===== config.mk =====
export PLATFORM = sky130hd
export DESIGN_NAME = ready_queue_scheduler_top_flat
export DESIGN_NICKNAME = d
export VERILOG_FILES = /design/src/rqs_pkg.sv /design/src/rqs_req_if.sv /design/src/rqs_rsp_if.sv /design/src/rqs_ram.sv /design/src/rqs_ctrl.sv /design/src/rqs_datapath.sv /design/src/ready_queue_scheduler_top.sv /design/src/flat_wrapper.sv
export VERILOG_INCLUDE_DIRS = /design/src /design/src/src
export SDC_FILE = /design/constraint.sdc
export NUM_CORES = 1
export LEC_CHECK = 0
export BUFFER_PORTS_ARGS = -buffer_cell sky130_fd_sc_hd__buf_2
export CORE_AREA = 5 5 429 388
export CTS_BUF_LIST = sky130_fd_sc_hd__clkbuf_2 sky130_fd_sc_hd__clkbuf_4 sky130_fd_sc_hd__clkbuf_8
export DETAILED_ROUTE_END_ITERATION = 16
export DIE_AREA = 0 0 434 393
export GPL_TIMING_DRIVEN = 0
export MAX_ROUTING_LAYER = met4
export SYNTH_ARGS = -nofsm -noshare
export SYNTH_HDL_FRONTEND = slang
export SYNTH_SLANG_ARGS = --single-unit
export TNS_END_PERCENT = 50

===== constraint.sdc =====
create_clock -name clk_i -period 8.2 [get_ports clk_i]
set_input_delay 1.23 -clock clk_i [delete_from_list [all_inputs] [get_ports clk_i]]
set_output_delay 1.23 -clock clk_i [all_outputs]
set_load 0.01 [all_outputs]

===== src/assert_macros.svh =====
// Assertion helpers for the ready queue scheduler.
// Every check runs on clk_i and is held off while rst_ni is low.
`ifndef ASSERT_MACROS_SVH
`define ASSERT_MACROS_SVH

// Plain property check.
`define RQS_ASSERT(label, prop, msg) \
  label: assert property (@(posedge clk_i) disable iff (!rst_ni) (prop)) else $error(msg);

// Same-cycle implication.
`define RQS_ASSERT_IMPL(label, ante, cons, msg) \
  label: assert property (@(posedge clk_i) disable iff (!rst_ni) (ante) |-> (cons)) \
    else $error(msg);

`endif


===== src/rqs_pkg.sv =====
package rqs_pkg;

  localparam int unsigned QueueDepth = 16;
  localparam int unsigned IdxW       = $clog2(QueueDepth);
  localparam int unsigned CntW       = $clog2(QueueDepth + 1);
  localparam int unsigned IdW        = 8;
  localparam int unsigned TimeW      = 16;
  localparam int unsigned PrioW      = 8;
  localparam int unsigned PolicyW    = 3;
  localparam int unsigned PaddrW     = 3;
  localparam int unsigned PdataW     = 32;

  // register select: paddr[2] (byte offset bits ignored)
  localparam logic REG_POLICY = 1'b0;

  localparam logic KIND_ENQ   = 1'b0;
  localparam logic KIND_SCHED = 1'b1;

  typedef enum logic [PolicyW-1:0] {
    POL_FIFO = 3'd0,
    POL_SJF  = 3'd1,
    POL_SRTF = 3'd2,
    POL_RR   = 3'd3,
    POL_PRIO = 3'd4
  } policy_e;

  typedef enum logic [3:0] {
    ST_IDLE,
    ST_DECIDE,
    ST_CHECK,
    ST_SCAN,
    ST_SCAN_TAIL,
    ST_PREP,
    ST_SHIFT,
    ST_POP,
    ST_RESULT
  } state_e;

  typedef struct packed {
    logic             kind;
    logic [IdW-1:0]   task_id;
    logic [TimeW-1:0] task_lifespan;
    logic [TimeW-1:0] task_age;
    logic [PrioW-1:0] task_prio;
    logic             running_valid;
    logic             running_waiting;
  } req_t;

  typedef struct packed {
    logic             next_valid;
    logic [IdW-1:0]   next_id;
    logic [TimeW-1:0] next_lifespan;
    logic [TimeW-1:0] next_age;
    logic [PrioW-1:0] next_prio;
    logic             overflow;
  } rsp_t;

  typedef struct packed {
    logic [IdW-1:0]   id;
    logic [TimeW-1:0] lifespan;
    logic [TimeW-1:0] age;
    logic [PrioW-1:0] prio;
  } entry_t;

  localparam int unsigned EntryW = $bits(entry_t);

  typedef struct packed {
    logic load;        // capture the accepted request
    logic append;      // write the held task at the tail
    logic sanitize;    // fold unknown policy codes to fifo
    logic scan_init;
    logic scan_rd;
    logic shift_init;
    logic shift_rd;
    logic pop;
    logic out_load;
  } ctrl_cmd_t;

  typedef struct packed {
    logic kind_sched;
    logic keep;        // running task unfinished and not waiting
    logic pol_keep;    // policy lets the running task stay on
    logic occ_zero;
    logic scan_last;
    logic shift_more;
    logic out_free;
  } ctrl_sts_t;

  function automatic policy_e pol_clean(policy_e p);
    policy_e r;
    case (p)
      POL_FIFO, POL_SJF, POL_SRTF, POL_RR, POL_PRIO: r = p;
      default: r = POL_FIFO;
    endcase
    return r;
  endfunction

  // Smaller key wins; strict compare keeps ties on the earliest entry.
  function automatic logic [TimeW-1:0] sort_key(policy_e p, entry_t e);
    logic [TimeW-1:0] k;
    case (p)
      POL_SJF:  k = e.lifespan;
      POL_SRTF: k = (e.age >= e.lifespan) ? '0 : e.lifespan - e.age;
      POL_PRIO: k = TimeW'(~e.prio);
      default:  k = '0;
    endcase
    return k;
  endfunction

endpackage


===== src/rqs_req_if.sv =====
interface rqs_req_if;
  logic          valid;
  logic          ready;
  rqs_pkg::req_t data;

  modport source (output valid, output data, input ready);
  modport sink   (input valid, input data, output ready);
endinterface


===== src/rqs_rsp_if.sv =====
interface rqs_rsp_if;
  logic          valid;
  logic          ready;
  rqs_pkg::rsp_t data;

  modport source (output valid, output data, input ready);
  modport sink   (input valid, input data, output ready);
endinterface


===== src/rqs_ram.sv =====
module rqs_ram #(
  parameter int unsigned Width = 8,
  parameter int unsigned Depth = 16
) (
  input  logic                     clk_i,
  input  logic                     we_i,
  input  logic [$clog2(Depth)-1:0] waddr_i,
  input  logic [Width-1:0]         wdata_i,
  input  logic [$clog2(Depth)-1:0] raddr_i,
  output logic [Width-1:0]         rdata_o
);

  logic [Width-1:0] mem_q [Depth];
  logic [Width-1:0] rdata_q;

  always_ff @(posedge clk_i) begin
    if (we_i) begin
      mem_q[waddr_i] <= wdata_i;
    end
    rdata_q <= mem_q[raddr_i];
  end

  assign rdata_o = rdata_q;

endmodule


===== src/rqs_ctrl.sv =====
module rqs_ctrl (
  input  logic                  clk_i,
  input  logic                  rst_ni,
  input  logic                  in_valid_i,
  output logic                  in_ready_o,
  input  rqs_pkg::ctrl_sts_t    sts_i,
  output rqs_pkg::ctrl_cmd_t    cmd_o
);

  rqs_pkg::state_e state_q, state_d;

  always_ff @(posedge clk_i or negedge rst_ni) begin
    if (!rst_ni) begin
      state_q <= rqs_pkg::ST_IDLE;
    end else begin
      state_q <= state_d;
    end
  end

  // next state
  always_comb begin
    state_d = state_q;
    case (state_q)
      rqs_pkg::ST_IDLE: begin
        if (in_valid_i) state_d = rqs_pkg::ST_DECIDE;
      end
      rqs_pkg::ST_DECIDE: begin
        if (!sts_i.kind_sched || (sts_i.keep && sts_i.pol_keep)) begin
          state_d = rqs_pkg::ST_RESULT;
        end else begin
          state_d = rqs_pkg::ST_CHECK;
        end
      end
      rqs_pkg::ST_CHECK: begin
        state_d = sts_i.occ_zero ? rqs_pkg::ST_RESULT : rqs_pkg::ST_SCAN;
      end
      rqs_pkg::ST_SCAN: begin
        if (sts_i.scan_last) state_d = rqs_pkg::ST_SCAN_TAIL;
      end
      rqs_pkg::ST_SCAN_TAIL: state_d = rqs_pkg::ST_PREP;
      rqs_pkg::ST_PREP:      state_d = rqs_pkg::ST_SHIFT;
      rqs_pkg::ST_SHIFT: begin
        if (!sts_i.shift_more) state_d = rqs_pkg::ST_POP;
      end
      rqs_pkg::ST_POP: state_d = rqs_pkg::ST_RESULT;
      rqs_pkg::ST_RESULT: begin
        if (sts_i.out_free) state_d = rqs_pkg::ST_IDLE;
      end
      default: state_d = rqs_pkg::ST_IDLE;
    endcase
  end

  // commands
  always_comb begin
    cmd_o      = '0;
    in_ready_o = 1'b0;
    case (state_q)
      rqs_pkg::ST_IDLE: begin
        in_ready_o = 1'b1;
        cmd_o.load = in_valid_i;
      end
      rqs_pkg::ST_DECIDE: begin
        // enqueue, or re-append a preempted task
        cmd_o.append = !sts_i.kind_sched || (sts_i.keep && !sts_i.pol_keep);
      end
      rqs_pkg::ST_CHECK: begin
        cmd_o.sanitize  = !sts_i.occ_zero;
        cmd_o.scan_init = !sts_i.occ_zero;
      end
      rqs_pkg::ST_SCAN:      cmd_o.scan_rd    = 1'b1;
      rqs_pkg::ST_SCAN_TAIL: cmd_o            = '0;
      rqs_pkg::ST_PREP:      cmd_o.shift_init = 1'b1;
      rqs_pkg::ST_SHIFT:     cmd_o.shift_rd   = sts_i.shift_more;
      rqs_pkg::ST_POP:       cmd_o.pop        = 1'b1;
      rqs_pkg::ST_RESULT:    cmd_o.out_load   = sts_i.out_free;
      default:               cmd_o            = '0;
    endcase
  end

endmodule


===== src/rqs_datapath.sv =====
module rqs_datapath (
  input  logic                          clk_i,
  input  logic                          rst_ni,
  input  rqs_pkg::ctrl_cmd_t            cmd_i,
  output rqs_pkg::ctrl_sts_t            sts_o,
  input  rqs_pkg::req_t                 req_data_i,
  input  logic                          cfg_we_i,
  input  logic [rqs_pkg::PolicyW-1:0]   cfg_wdata_i,
  output rqs_pkg::policy_e              policy_o,
  output logic                          rsp_valid_o,
  input  logic                          rsp_ready_i,
  output rqs_pkg::rsp_t                 rsp_data_o
);

  logic [rqs_pkg::CntW-1:0]  occ_q, occ_d;
  logic [rqs_pkg::CntW-1:0]  cnt_q, cnt_d;
  rqs_pkg::policy_e          policy_q, policy_d;
  logic                      cmp_vld_q, shf_vld_q;
  logic                      ovf_q, ovf_d;
  logic                      picked_q, picked_d;
  logic                      out_valid_q, out_valid_d;

  rqs_pkg::req_t             item_q;
  logic [rqs_pkg::IdxW-1:0]  ridx_q;
  logic [rqs_pkg::IdxW-1:0]  best_idx_q;
  logic [rqs_pkg::TimeW-1:0] best_key_q;
  rqs_pkg::entry_t           best_q;
  rqs_pkg::rsp_t             out_q, out_d;

  logic                       ram_we;
  logic [rqs_pkg::IdxW-1:0]   ram_waddr;
  logic [rqs_pkg::EntryW-1:0] ram_wdata;
  logic [rqs_pkg::EntryW-1:0] ram_rdata;
  rqs_pkg::entry_t            rd_entry;
  rqs_pkg::entry_t            item_entry;
  logic [rqs_pkg::TimeW-1:0]  rd_key;
  logic                       occ_full;
  logic                       keep;
  logic                       pol_keep;
  logic                       replace;

  assign occ_full   = (occ_q == rqs_pkg::CntW'(rqs_pkg::QueueDepth));
  assign keep       = item_q.running_valid && !item_q.running_waiting &&
                      (item_q.task_age < item_q.task_lifespan);
  assign pol_keep   = (rqs_pkg::pol_clean(policy_q) inside {rqs_pkg::POL_FIFO,
                                                            rqs_pkg::POL_SJF});
  assign item_entry = '{id: item_q.task_id, lifespan: item_q.task_lifespan,
                        age: item_q.task_age, prio: item_q.task_prio};
  assign rd_entry   = rqs_pkg::entry_t'(ram_rdata);
  assign rd_key     = rqs_pkg::sort_key(policy_q, rd_entry);
  assign replace    = (ridx_q == '0) || (rd_key < best_key_q);

  // table write port: tail append or compaction shift (never both)
  always_comb begin
    if (shf_vld_q) begin
      ram_we    = 1'b1;
      ram_waddr = ridx_q - rqs_pkg::IdxW'(1);
      ram_wdata = ram_rdata;
    end else begin
      ram_we    = cmd_i.append && !occ_full;
      ram_waddr = occ_q[rqs_pkg::IdxW-1:0];
      ram_wdata = item_entry;
    end
  end

  rqs_ram #(
    .Width (rqs_pkg::EntryW),
    .Depth (rqs_pkg::QueueDepth)
  ) u_table (
    .clk_i   (clk_i),
    .we_i    (ram_we),
    .waddr_i (ram_waddr),
    .wdata_i (ram_wdata),
    .raddr_i (cnt_q[rqs_pkg::IdxW-1:0]),
    .rdata_o (ram_rdata)
  );

  always_comb begin
    occ_d       = occ_q;
    cnt_d       = cnt_q;
    policy_d    = policy_q;
    ovf_d       = ovf_q;
    picked_d    = picked_q;
    out_valid_d = out_valid_q;

    if (cfg_we_i) policy_d = rqs_pkg::policy_e'(cfg_wdata_i);
    if (cmd_i.sanitize) policy_d = rqs_pkg::pol_clean(policy_q);

    if (cmd_i.load) begin
      ovf_d    = 1'b0;
      picked_d = 1'b0;
    end
    if (cmd_i.append) begin
      if (occ_full) begin
        ovf_d = 1'b1;
      end else begin
        occ_d = occ_q + rqs_pkg::CntW'(1);
      end
    end
    if (cmd_i.scan_init) cnt_d = '0;
    if (cmd_i.shift_init) cnt_d = rqs_pkg::CntW'(best_idx_q) + rqs_pkg::CntW'(1);
    if (cmd_i.scan_rd || cmd_i.shift_rd) cnt_d = cnt_q + rqs_pkg::CntW'(1);
    if (cmd_i.pop) begin
      occ_d    = occ_q - rqs_pkg::CntW'(1);
      picked_d = 1'b1;
    end

    if (cmd_i.out_load) begin
      out_valid_d = 1'b1;
    end else if (rsp_ready_i) begin
      out_valid_d = 1'b0;
    end
  end

  // result word
  always_comb begin
    out_d = '0;
    if (item_q.kind == rqs_pkg::KIND_ENQ) begin
      out_d.overflow = ovf_q;
    end else if (keep && pol_keep) begin
      out_d.next_valid    = 1'b1;
      out_d.next_id       = item_q.task_id;
      out_d.next_lifespan = item_q.task_lifespan;
      out_d.next_age      = item_q.task_age;
      out_d.next_prio     = item_q.task_prio;
    end else if (picked_q) begin
      out_d.next_valid    = 1'b1;
      out_d.next_id       = best_q.id;
      out_d.next_lifespan = best_q.lifespan;
      out_d.next_age      = best_q.age;
      out_d.next_prio     = best_q.prio;
      out_d.overflow      = ovf_q;
    end else begin
      out_d.overflow = ovf_q;
    end
  end

  always_ff @(posedge clk_i or negedge rst_ni) begin
    if (!rst_ni) begin
      occ_q       <= '0;
      cnt_q       <= '0;
      policy_q    <= rqs_pkg::POL_FIFO;
      cmp_vld_q   <= 1'b0;
      shf_vld_q   <= 1'b0;
      ovf_q       <= 1'b0;
      picked_q    <= 1'b0;
      out_valid_q <= 1'b0;
    end else begin
      occ_q       <= occ_d;
      cnt_q       <= cnt_d;
      policy_q    <= policy_d;
      cmp_vld_q   <= cmd_i.scan_rd;
      shf_vld_q   <= cmd_i.shift_rd;
      ovf_q       <= ovf_d;
      picked_q    <= picked_d;
      out_valid_q <= out_valid_d;
    end
  end

  always_ff @(posedge clk_i) begin
    ridx_q <= cnt_q[rqs_pkg::IdxW-1:0];
    if (cmd_i.load) item_q <= req_data_i;
    if (cmp_vld_q && replace) begin
      best_idx_q <= ridx_q;
      best_key_q <= rd_key;
      best_q     <= rd_entry;
    end
    if (cmd_i.out_load) out_q <= out_d;
  end

  assign sts_o.kind_sched = (item_q.kind == rqs_pkg::KIND_SCHED);
  assign sts_o.keep       = keep;
  assign sts_o.pol_keep   = pol_keep;
  assign sts_o.occ_zero   = (occ_q == '0);
  assign sts_o.scan_last  = (cnt_q == occ_q - rqs_pkg::CntW'(1));
  assign sts_o.shift_more = (cnt_q < occ_q);
  assign sts_o.out_free   = !out_valid_q || rsp_ready_i;

  assign policy_o    = policy_q;
  assign rsp_valid_o = out_valid_q;
  assign rsp_data_o  = out_q;

endmodule


===== src/ready_queue_scheduler_top.sv =====
// Ready queue scheduler: one request in, one result out, one request at a time.
// Enqueue, or a decision that keeps the running task: goes from decide straight to result, with no table walk.
// Decision over n table entries (after any re-append): after check, the table RAM is walked in the scan
// and shift states (one scan read, then one shift per cycle), then the chosen entry is popped.
// Next request is taken the cycle after the result is registered (result may still wait).
// Reset (rst_ni low, async): empty table, policy fifo; table contents left undefined.
`include "assert_macros.svh"

module ready_queue_scheduler_top (
  input  logic                         clk_i,
  input  logic                         rst_ni,
  rqs_req_if.sink                      req_i,
  rqs_rsp_if.source                    rsp_o,
  input  logic                         psel,
  input  logic                         penable,
  input  logic                         pwrite,
  input  logic [rqs_pkg::PaddrW-1:0]   paddr,
  input  logic [rqs_pkg::PdataW-1:0]   pwdata,
  output logic [rqs_pkg::PdataW-1:0]   prdata,
  output logic                         pready
);

  rqs_pkg::ctrl_cmd_t cmd;
  rqs_pkg::ctrl_sts_t sts;
  rqs_pkg::policy_e   policy;
  logic               in_ready;
  logic               cfg_we;

  // APB: zero wait states; the policy register sits at byte address 0.
  // paddr[1:0] is the byte offset and is ignored.
  assign pready = 1'b1;
  assign cfg_we = psel && penable && pwrite && (paddr[2] == rqs_pkg::REG_POLICY);
  assign prdata = (paddr[2] == rqs_pkg::REG_POLICY) ? rqs_pkg::PdataW'(policy) : '0;

  assign req_i.ready = in_ready;

  // Controller: sequences append, scan, compaction and result load.
  rqs_ctrl u_ctrl (
    .clk_i      (clk_i),
    .rst_ni     (rst_ni),
    .in_valid_i (req_i.valid),
    .in_ready_o (in_ready),
    .sts_i      (sts),
    .cmd_o      (cmd)
  );

  // Datapath: table RAM, occupancy, best-entry tracker and output register.
  rqs_datapath u_dp (
    .clk_i       (clk_i),
    .rst_ni      (rst_ni),
    .cmd_i       (cmd),
    .sts_o       (sts),
    .req_data_i  (req_i.data),
    .cfg_we_i    (cfg_we),
    .cfg_wdata_i (pwdata[rqs_pkg::PolicyW-1:0]),
    .policy_o    (policy),
    .rsp_valid_o (rsp_o.valid),
    .rsp_ready_i (rsp_o.ready),
    .rsp_data_o  (rsp_o.data)
  );

  // Table port users must not overlap.
  `RQS_ASSERT(a_ram_users_excl, $onehot0({cmd.append, cmd.scan_rd, cmd.shift_rd}),
              "table append, scan and shift overlap")
  // While a request can be taken, no table walk is in flight.
  `RQS_ASSERT_IMPL(a_idle_no_walk, req_i.ready, !cmd.scan_rd && !cmd.shift_rd,
                   "request ready during table walk")
  // The result register is only loaded when it is free.
  `RQS_ASSERT_IMPL(a_load_free, cmd.out_load, sts.out_free,
                   "result loaded over a pending result")
  // A new result only shows up after a load command.
  `RQS_ASSERT(a_valid_from_load, $rose(rsp_o.valid) |-> $past(cmd.out_load),
              "result valid without load")

endmodule

===== src/flat_wrapper.sv =====
// flat-port wrapper written by rule: the top's interface ports become plain ports
module ready_queue_scheduler_top_flat 
  (clk_i, rst_ni, psel, penable, pwrite, paddr, pwdata, prdata, pready, req_i_valid, req_i_data, req_i_ready, rsp_o_valid, rsp_o_data, rsp_o_ready);
  rqs_req_if req_i_i ();
  rqs_rsp_if rsp_o_i ();
  input  logic clk_i;
  input  logic rst_ni;
  input  logic psel;
  input  logic penable;
  input  logic pwrite;
  input  logic [rqs_pkg::PaddrW-1:0] paddr;
  input  logic [rqs_pkg::PdataW-1:0] pwdata;
  output logic [rqs_pkg::PdataW-1:0] prdata;
  output logic pready;
  input wire logic [$bits(req_i_i.valid)-1:0] req_i_valid;
  input wire logic [$bits(req_i_i.data)-1:0] req_i_data;
  output wire logic [$bits(req_i_i.ready)-1:0] req_i_ready;
  output wire logic [$bits(rsp_o_i.valid)-1:0] rsp_o_valid;
  output wire logic [$bits(rsp_o_i.data)-1:0] rsp_o_data;
  input wire logic [$bits(rsp_o_i.ready)-1:0] rsp_o_ready;
  assign req_i_i.valid = req_i_valid;
  assign req_i_i.data = req_i_data;
  assign req_i_ready = req_i_i.ready;
  assign rsp_o_valid = rsp_o_i.valid;
  assign rsp_o_data = rsp_o_i.data;
  assign rsp_o_i.ready = rsp_o_ready;
  ready_queue_scheduler_top u_core (.clk_i(clk_i), .rst_ni(rst_ni), .req_i(req_i_i), .rsp_o(rsp_o_i), .psel(psel), .penable(penable), .pwrite(pwrite), .paddr(paddr), .pwdata(pwdata), .prdata(prdata), .pready(pready));
endmodule

==> results of run 1 <==
==> cell usage after synthesis, types with 15 or more instances <==
cell,count,area share
dfxtp_1,52,0.026
dfrtp_1,22,0.014
clkbuf_1,56,0.0052
xnor2_1,15,0.0033
ha_1,57,0.018
nand3_1,61,0.0076
nand2_1,112,0.010
mux4_2,240,0.13
buf_1,22,0.0021
a21oi_1,36,0.0045
buf_2,17,0.0021
a21boi_0,54,0.010
inv_1,64,0.0060
edfxtp_1,937,0.70
o21ai_0,37,0.0046
nor2_1,42,0.0039
mux2_2,33,0.0093
buf_4,32,0.0060
==> final cells by class <==
type                    count  area share
flip-flops and latches   1011       0.619
inverters                  64     0.00506
clock inverters            75      0.0141
repair buffers            166      0.0338
well taps                2130      0.0555
multi-input cells         868       0.202
clock buffers             216      0.0558
diodes                      7    0.000365
plain buffers             129      0.0135
==> final timing paths <==
| kind | startpoint | to | slack (ns) | cells after the start |
|---|---|---|---|---|
| max | u_core.u_dp.u_table.rdata_o[8] | u_core.u_dp.best_q[35] | 3.03 | 20 |
| min | rst_ni | u_core.u_dp.shf_vld_q | 0.38 | 1 |
| max reg2reg | u_core.u_dp.u_table.rdata_o[8] | u_core.u_dp.best_q[35] | 3.03 | 20 |
| min reg2reg | u_core.u_dp.cnt_q[3] | u_core.u_dp.ridx_q[3] | 0.42 | 0 |
| max in group asynchronous | rst_ni | u_core.u_dp.occ_q[0] | 7.37 | 1 |
| min in group clk_i | u_core.u_dp.cnt_q[3] | u_core.u_dp.ridx_q[3] | 0.42 | 0 |
==> flip-flops by register name, summed over array words and instances, names as in the netlist, 2 cells and up <==
name                         cells
u_core.u_dp.u_table.mem_q      768
u_core.u_dp.rsp_data_o          50
u_core.u_dp.best_q              48
u_core.u_dp.item_entry          48
u_core.u_dp.u_table.rdata_o     48
u_core.u_dp.best_key_q          16
u_core.u_dp.cnt_q                5
u_core.u_dp.occ_q                5
u_core.u_ctrl.state_q            4
u_core.u_dp.best_idx_q           4
u_core.u_dp.ridx_q               4
u_core.u_dp.policy_o             3
u_core.u_dp.item_q               2
==> layer usage <==
metal  global-route usage  vias to the layer above  part of all wire
li1                     -                     8957                 -
met1                0.163                    11100              0.40
met2                0.218                      935              0.49
met3               0.0279                      219             0.067
met4               0.0592                        0             0.045
met5                    -                        -                 0
==> per-stage QoR <==
stage | setup WS (ns) | instances
finish | 3.03 | 4666
global placement | -2.58 | 4318
CTS | 3.03 | 4657
global route | 2.67 | 4665
detailed placement | 3.04 | 4366
floorplan | 0.911 | 2072
==> placed cells by master, fill, tap and decap left out, drive strengths merged, types with 4 or more instances in the layout <==
master	count
ha	57
nand2b	9
nand2	112
o21ai	45
or3	5
a21boi	54
buf	239
inv	75
o32ai	4
nand3	61
mux4	240
xor2	10
a211oi	6
clkinv	56
dfrtp	22
diode	7
edfxtp	937
clkbuf	272
dfxtp	52
o221ai	9
o211ai	4
nand4	9
nor2	42
mux2	33
o22ai	5
a21oi	36
nor2b	9
bufinv	7
nor3	10
conb	30
and4	4
o21a	5
a21o	6
xnor2	15
==> report_power, final <==
part | internal [uW] | switching [uW] | leakage (uW) | total (uW)
Combinational | 2030 | 2980 | 0.00455 | 5010
Clock | 2390 | 2090 | 0.00178 | 4480
Sequential | 6660 | 465 | 0.00919 | 7130
Total | 11100 | 5540 | 0.0155 | 16600
==> logic make-up after synthesis <==
| group | Yosys count |
|---|---|
| AND/OR/NAND/NOR | 279 |
| adder cells (fa/ha/maj) | 58 |
| other | 2 |
| flip-flops | 1011 |
| multiplexers | 275 |
| XOR/XNOR | 25 |
| buffers and inverters | 193 |
| AO/OA/AOI/OAI | 201 |
==> metrics.csv, run 1 <==
metric;value;unit
status;complete, no violations;
setup_viol_count_final;0;
totalWireLength;113000;um
finalInstanceArea;0.0480;mm2
drc;0;
synthMuxAreaShare;0.145;
postSynthAreaPerCell;19.6;um2
clk_transition_reported_paths;0.07;ns
yosys_register_bits;1011;
gp_congestion;0.832;
crit_path_start_kind;flip-flop;
coreArea;0.161;mm2
syn_area;0.0401;mm2
place_area;0.0446;mm2
overflow;0;
maxCapViolCount;0;
cp-end-kind;flip-flop;
maxSlewViolCount;0;
cts.sinks;1011;
critPathMaxStageDelay;0.51;ns
start_util;0.248;
synth_warnings;0;
pin_count;178;
crit_chain;ha_1 -> inv_1 -> fa_1 -> a21o_1 -> a221oi_1 -> o22ai_1 -> a21oi_1 -> or3_1 -> buf_6 -> buf_12 -> o21ai_2 -> ha_1 -> a211oi_1 -> nor2_1 -> o21ai_0 -> nand2b_1 -> a221oi_1 -> o221ai_1 -> a21oi_4 -> buf_12;
grt_use_total;0.134;
grt_pass1_vias;21200;
multi_input_area;0.00971;mm2
via_per_inst;4.54;
vias;21200;
synthArstFlopShare;0.0218;
cts.htree.levels;4;
synthCells;2044;
crit_fanout;20;
synth_xor_area_frac;0.00546;
setup_tns;0;ns
synth_compound_gate_area_share;0.0347;
clk_latency;0.90;ns
grt_antenna_before_repair;6;
leakage;0.0155;uW
hp-class;primary input to async pin;
synth_edf_count;937;
worst_pin_slew;1.32;ns
drive_above_1_share;0.314;
cts_buffer_depth;3;
synth-simple-area-share;0.0327;
fin_skew;0.0551;ns
p_per_area;346;mW/mm2
grt_max_degree;46;
numPortBuffers;116;
synthAdderAreaFrac;0.0183;
whs;0.383;ns
min_period;5.17;ns
cts_setup_buffers;0;
ctsHoldBuffers;0;
synth_top_family_by_area;multiplexers;
num_rows;140;
hold_viol;0;
syn_to_final_growth;19.8;%
die_area;0.171;mm2
design_power_total;16600;uW
fillers;15700;
tritoncts;done;
fin_util;0.297;
cp.arrival;5.74;ns
first_iter_violations;2043;
relSlewSlack;0.117;
ant_nets;0;
yosysUniqueCellTypes;68;
max_freq;193;MHz
fp.dieH;393;um
ff_latch_area;0.0297;mm2
fin_crit_sh;0.631;
peakVddDrop;253;uV
cts_resized;0;
wire_per_inst;24.1;um
cts_root_buffer;clkbuf_8;
dp_hpwl;75800;um
firstDrtPassIters;7;
synth_ff_type;edfxtp_1;
worst-path-buf-inv;4;
rsz0062_at_grt;no;
cts_buffers;156;
worst_path_max_delay_cell;a21oi_4;
cp_data_required_time;8.77;ns
ys_seq_area_frac;0.742;
final_net_count;2547;
critical_path_class;flip-flop to flip-flop;
grt_pass1_wl;157000;um
die_w;434;um
crit_family;compound AO/OA/AOI/OAI gates;
No activity file was read; power rests on OpenSTA's default activity.
==> run 2: changes to the inputs <==
ABC_AREA = 1   (was not set)
CORE_AREA = 5 5 432 392   (was 5 5 429 388)
DIE_AREA = 0 0 437 397   (was 0 0 434 393)
clock period = 4.15 ns   (was 8.2 ns; I/O delays follow)
==> metrics.csv, run 2 <==
metric;value;unit
status;complete, no violations;
die_w;437;um
crit_fanout;19;
setup_tns;0;ns
cts_root_buffer;clkbuf_8;
yosysUniqueCellTypes;56;
yosys_register_bits;1011;
cts.sinks;1011;
firstDrtPassIters;9;
relSlewSlack;0.244;
cp.arrival;4.63;ns
grt_pass1_vias;26600;
synth_warnings;0;
grt_antenna_before_repair;1;
min_period;4.10;ns
ff_latch_area;0.0298;mm2
max_freq;244;MHz
worst_path_max_delay_cell;nor2_4;
hp-class;primary input to flip-flop;
tritoncts;done;
cts_buffers;163;
postSynthAreaPerCell;13.3;um2
syn_to_final_growth;21.3;%
ys_seq_area_frac;0.728;
cp_data_required_time;4.68;ns
fillers;16400;
hold_viol;0;
setup_viol_count_final;0;
p_per_area;651;mW/mm2
drc;0;
top_register;u_core.u_dp.u_table.mem_q;
synth_top_area_share;0.689;
start_util;0.248;
critPathMaxStageDelay;0.54;ns
drive_above_1_share;0.176;
worst_pin_slew;1.13;ns
synthTopCellsByCount;edfxtp_1 (937), nor2_1 (473), nand2_1 (284);
use_met2;0.224;
wire_per_inst;21.7;um
first_iter_violations;3285;
synthCells;3070;
fp.dieH;397;um
grt_max_degree;32;
fin_crit_sh;0.988;
cts.htree.levels;4;
synthArstFlopShare;0.0218;
critical_path_class;flip-flop to flip-flop;
grtUsageMet1;0.177;
crit_chain;clkinvlp_4 -> ha_1 -> a21oi_1 -> o31ai_2 -> a21oi_2 -> nand3_1 -> o21ai_2 -> nand3_2 -> nand2_1 -> inv_2 -> buf_6 -> nor2_4 -> buf_12 -> buf_16;
grt_pass1_wl;179000;um
synth_ff_type;edfxtp_1;
finalInstanceArea;0.0495;mm2
synth_top_area_cell;edfxtp_1;
layout_common_cells;edfxtp_1 (937), nor2_1 (465), nand2_1 (283);
cp-end-kind;flip-flop;
syn_area;0.0408;mm2
rsz0062_at_grt;yes;
clk_latency;0.87;ns
num_rows;142;
maxSlewViolCount;0;
coreArea;0.165;mm2
numPortBuffers;116;
pin_count;178;
multi_input_area;0.00977;mm2
layout_commonest_cell;edfxtp_1;
clk_transition_reported_paths;0.06;ns
peakVddDrop;378;uV
overflow;0;
vias;27300;
synthTopCellsByArea;edfxtp_1 (69%), nor2_1 (4.3%), o21ai_0 (3.2%);
synth_edf_count;937;
grtUsageMet3;0.0298;
totalWireLength;126000;um
largest_reg_flops;768;
via_per_inst;4.70;
final_net_count;3663;
die_area;0.173;mm2
maxCapViolCount;0;
grt_use_total;0.143;
place_area;0.0453;mm2
cts_buffer_depth;3;
gp_congestion;0.869;
crit_path_start_kind;flip-flop;
ant_nets;0;
fin_skew;0.0512;ns
dp_hpwl;86300;um
yosysMostFrequentCell;edfxtp_1;
busiest_layer;met2;
leakage;0.0170;uW
-- run 2: changes by cell type in the layout (fill, tap and decap cells not counted), moves of 78 or more --
| cell | delta |
|---|---|
| nor2_1 | +439 |
| nand2_1 | +171 |
| mux4_2 | -240 |
| mux2i_1 | +78 |
| o21ai_0 | +190 |
| o32ai_1 | +108 |
| inv_1 | +122 |
-- run 2: through the flow --
step / hold slack [ns] / power [uW] / util / std cells / worst slack, ns
floorplan: 0.327 / 19000 / - / 3098 / -0.0729
global placement: 0.414 / 22800 / 0.269 / 5374 / -3.52
detailed placement: 0.400 / 23100 / 0.275 / 5443 / -0.426
CTS: 0.0700 / 31900 / 0.299 / 5802 / 0.0102
global route: 0.133 / 33700 / 0.300 / 5809 / -0.0656
finish: 0.132 / 32300 / 0.300 / 5809 / 0.0482
-- run 2: worst paths after layout --
check	cells past startpoint	startpoint	slack, ns	end
setup / recovery	14	u_core.u_dp.item_entry[35]	0.05	u_core.u_dp.u_table.mem_q[3][17]
hold / removal	4	req_i_valid	0.13	u_core.u_dp.picked_q
setup reg to reg	14	u_core.u_dp.item_entry[35]	0.05	u_core.u_dp.u_table.mem_q[3][17]
hold reg to reg	0	u_core.u_dp.cnt_q[0]	0.38	u_core.u_dp.ridx_q[0]
max in group asynchronous	2	rst_ni	3.42	u_core.u_dp.occ_q[1]
min in group asynchronous	2	rst_ni	0.32	u_core.u_dp.ovf_q
-- run 2: cell families after synthesis --
group / synth area share
other: 0.000184
AO/OA/AOI/OAI: 0.0973
buffers and inverters: 0.0425
adder cells (fa/ha/maj): 0.0180
multiplexers: 0.0196
flip-flops: 0.728
AND/OR/NAND/NOR: 0.0897
XOR/XNOR: 0.00451
-- run 2: critical path: cells and delay by family (launching register included) --
family	cells	cell delay, ns
AO/OA/AOI/OAI	4	0.89
adder cells (fa/ha/maj)	1	0.39
flip-flops	1	0.37
buffers and inverters	5	1.11
AND/OR/NAND/NOR	4	0.97
-- run 2: area by class of cell --
type | count | area share
clock buffers | 240 | 0.0578
plain buffers | 201 | 0.0201
flip-flops and latches | 1011 | 0.601
diodes | 1 | 0.0000505
clock inverters | 61 | 0.00947
well taps | 2160 | 0.0546
repair buffers | 248 | 0.0449
inverters | 197 | 0.0152
multi-input cells | 1690 | 0.197
-- run 2: power by group --
part / internal (uW) / leakage, uW / switching, uW / total (uW)
Clock: 4730 / 0.00178 / 4070 / 8800
Combinational: 3030 / 0.00601 / 6840 / 9880
Sequential: 12700 / 0.00921 / 825 / 13600
Total: 20500 / 0.0170 / 11700 / 32300
-- run 2: what timing repair did --
action,in CTS,in global routing
gates cloned,0,3
setup endpoints to repair,113,113
buffers inserted,2,3
pin swaps,1,5
hold buffers,56,0
gates resized for setup,4,33
hold endpoints to repair,77,0
-- run 2: metal layers --
metal | vias up | share of wire
met2 | 1455 | 0.46
met1 | 13400 | 0.39
met4 | 0 | 0.050
li1 | 12200 | -
met5 | - | 0
met3 | 310 | 0.092
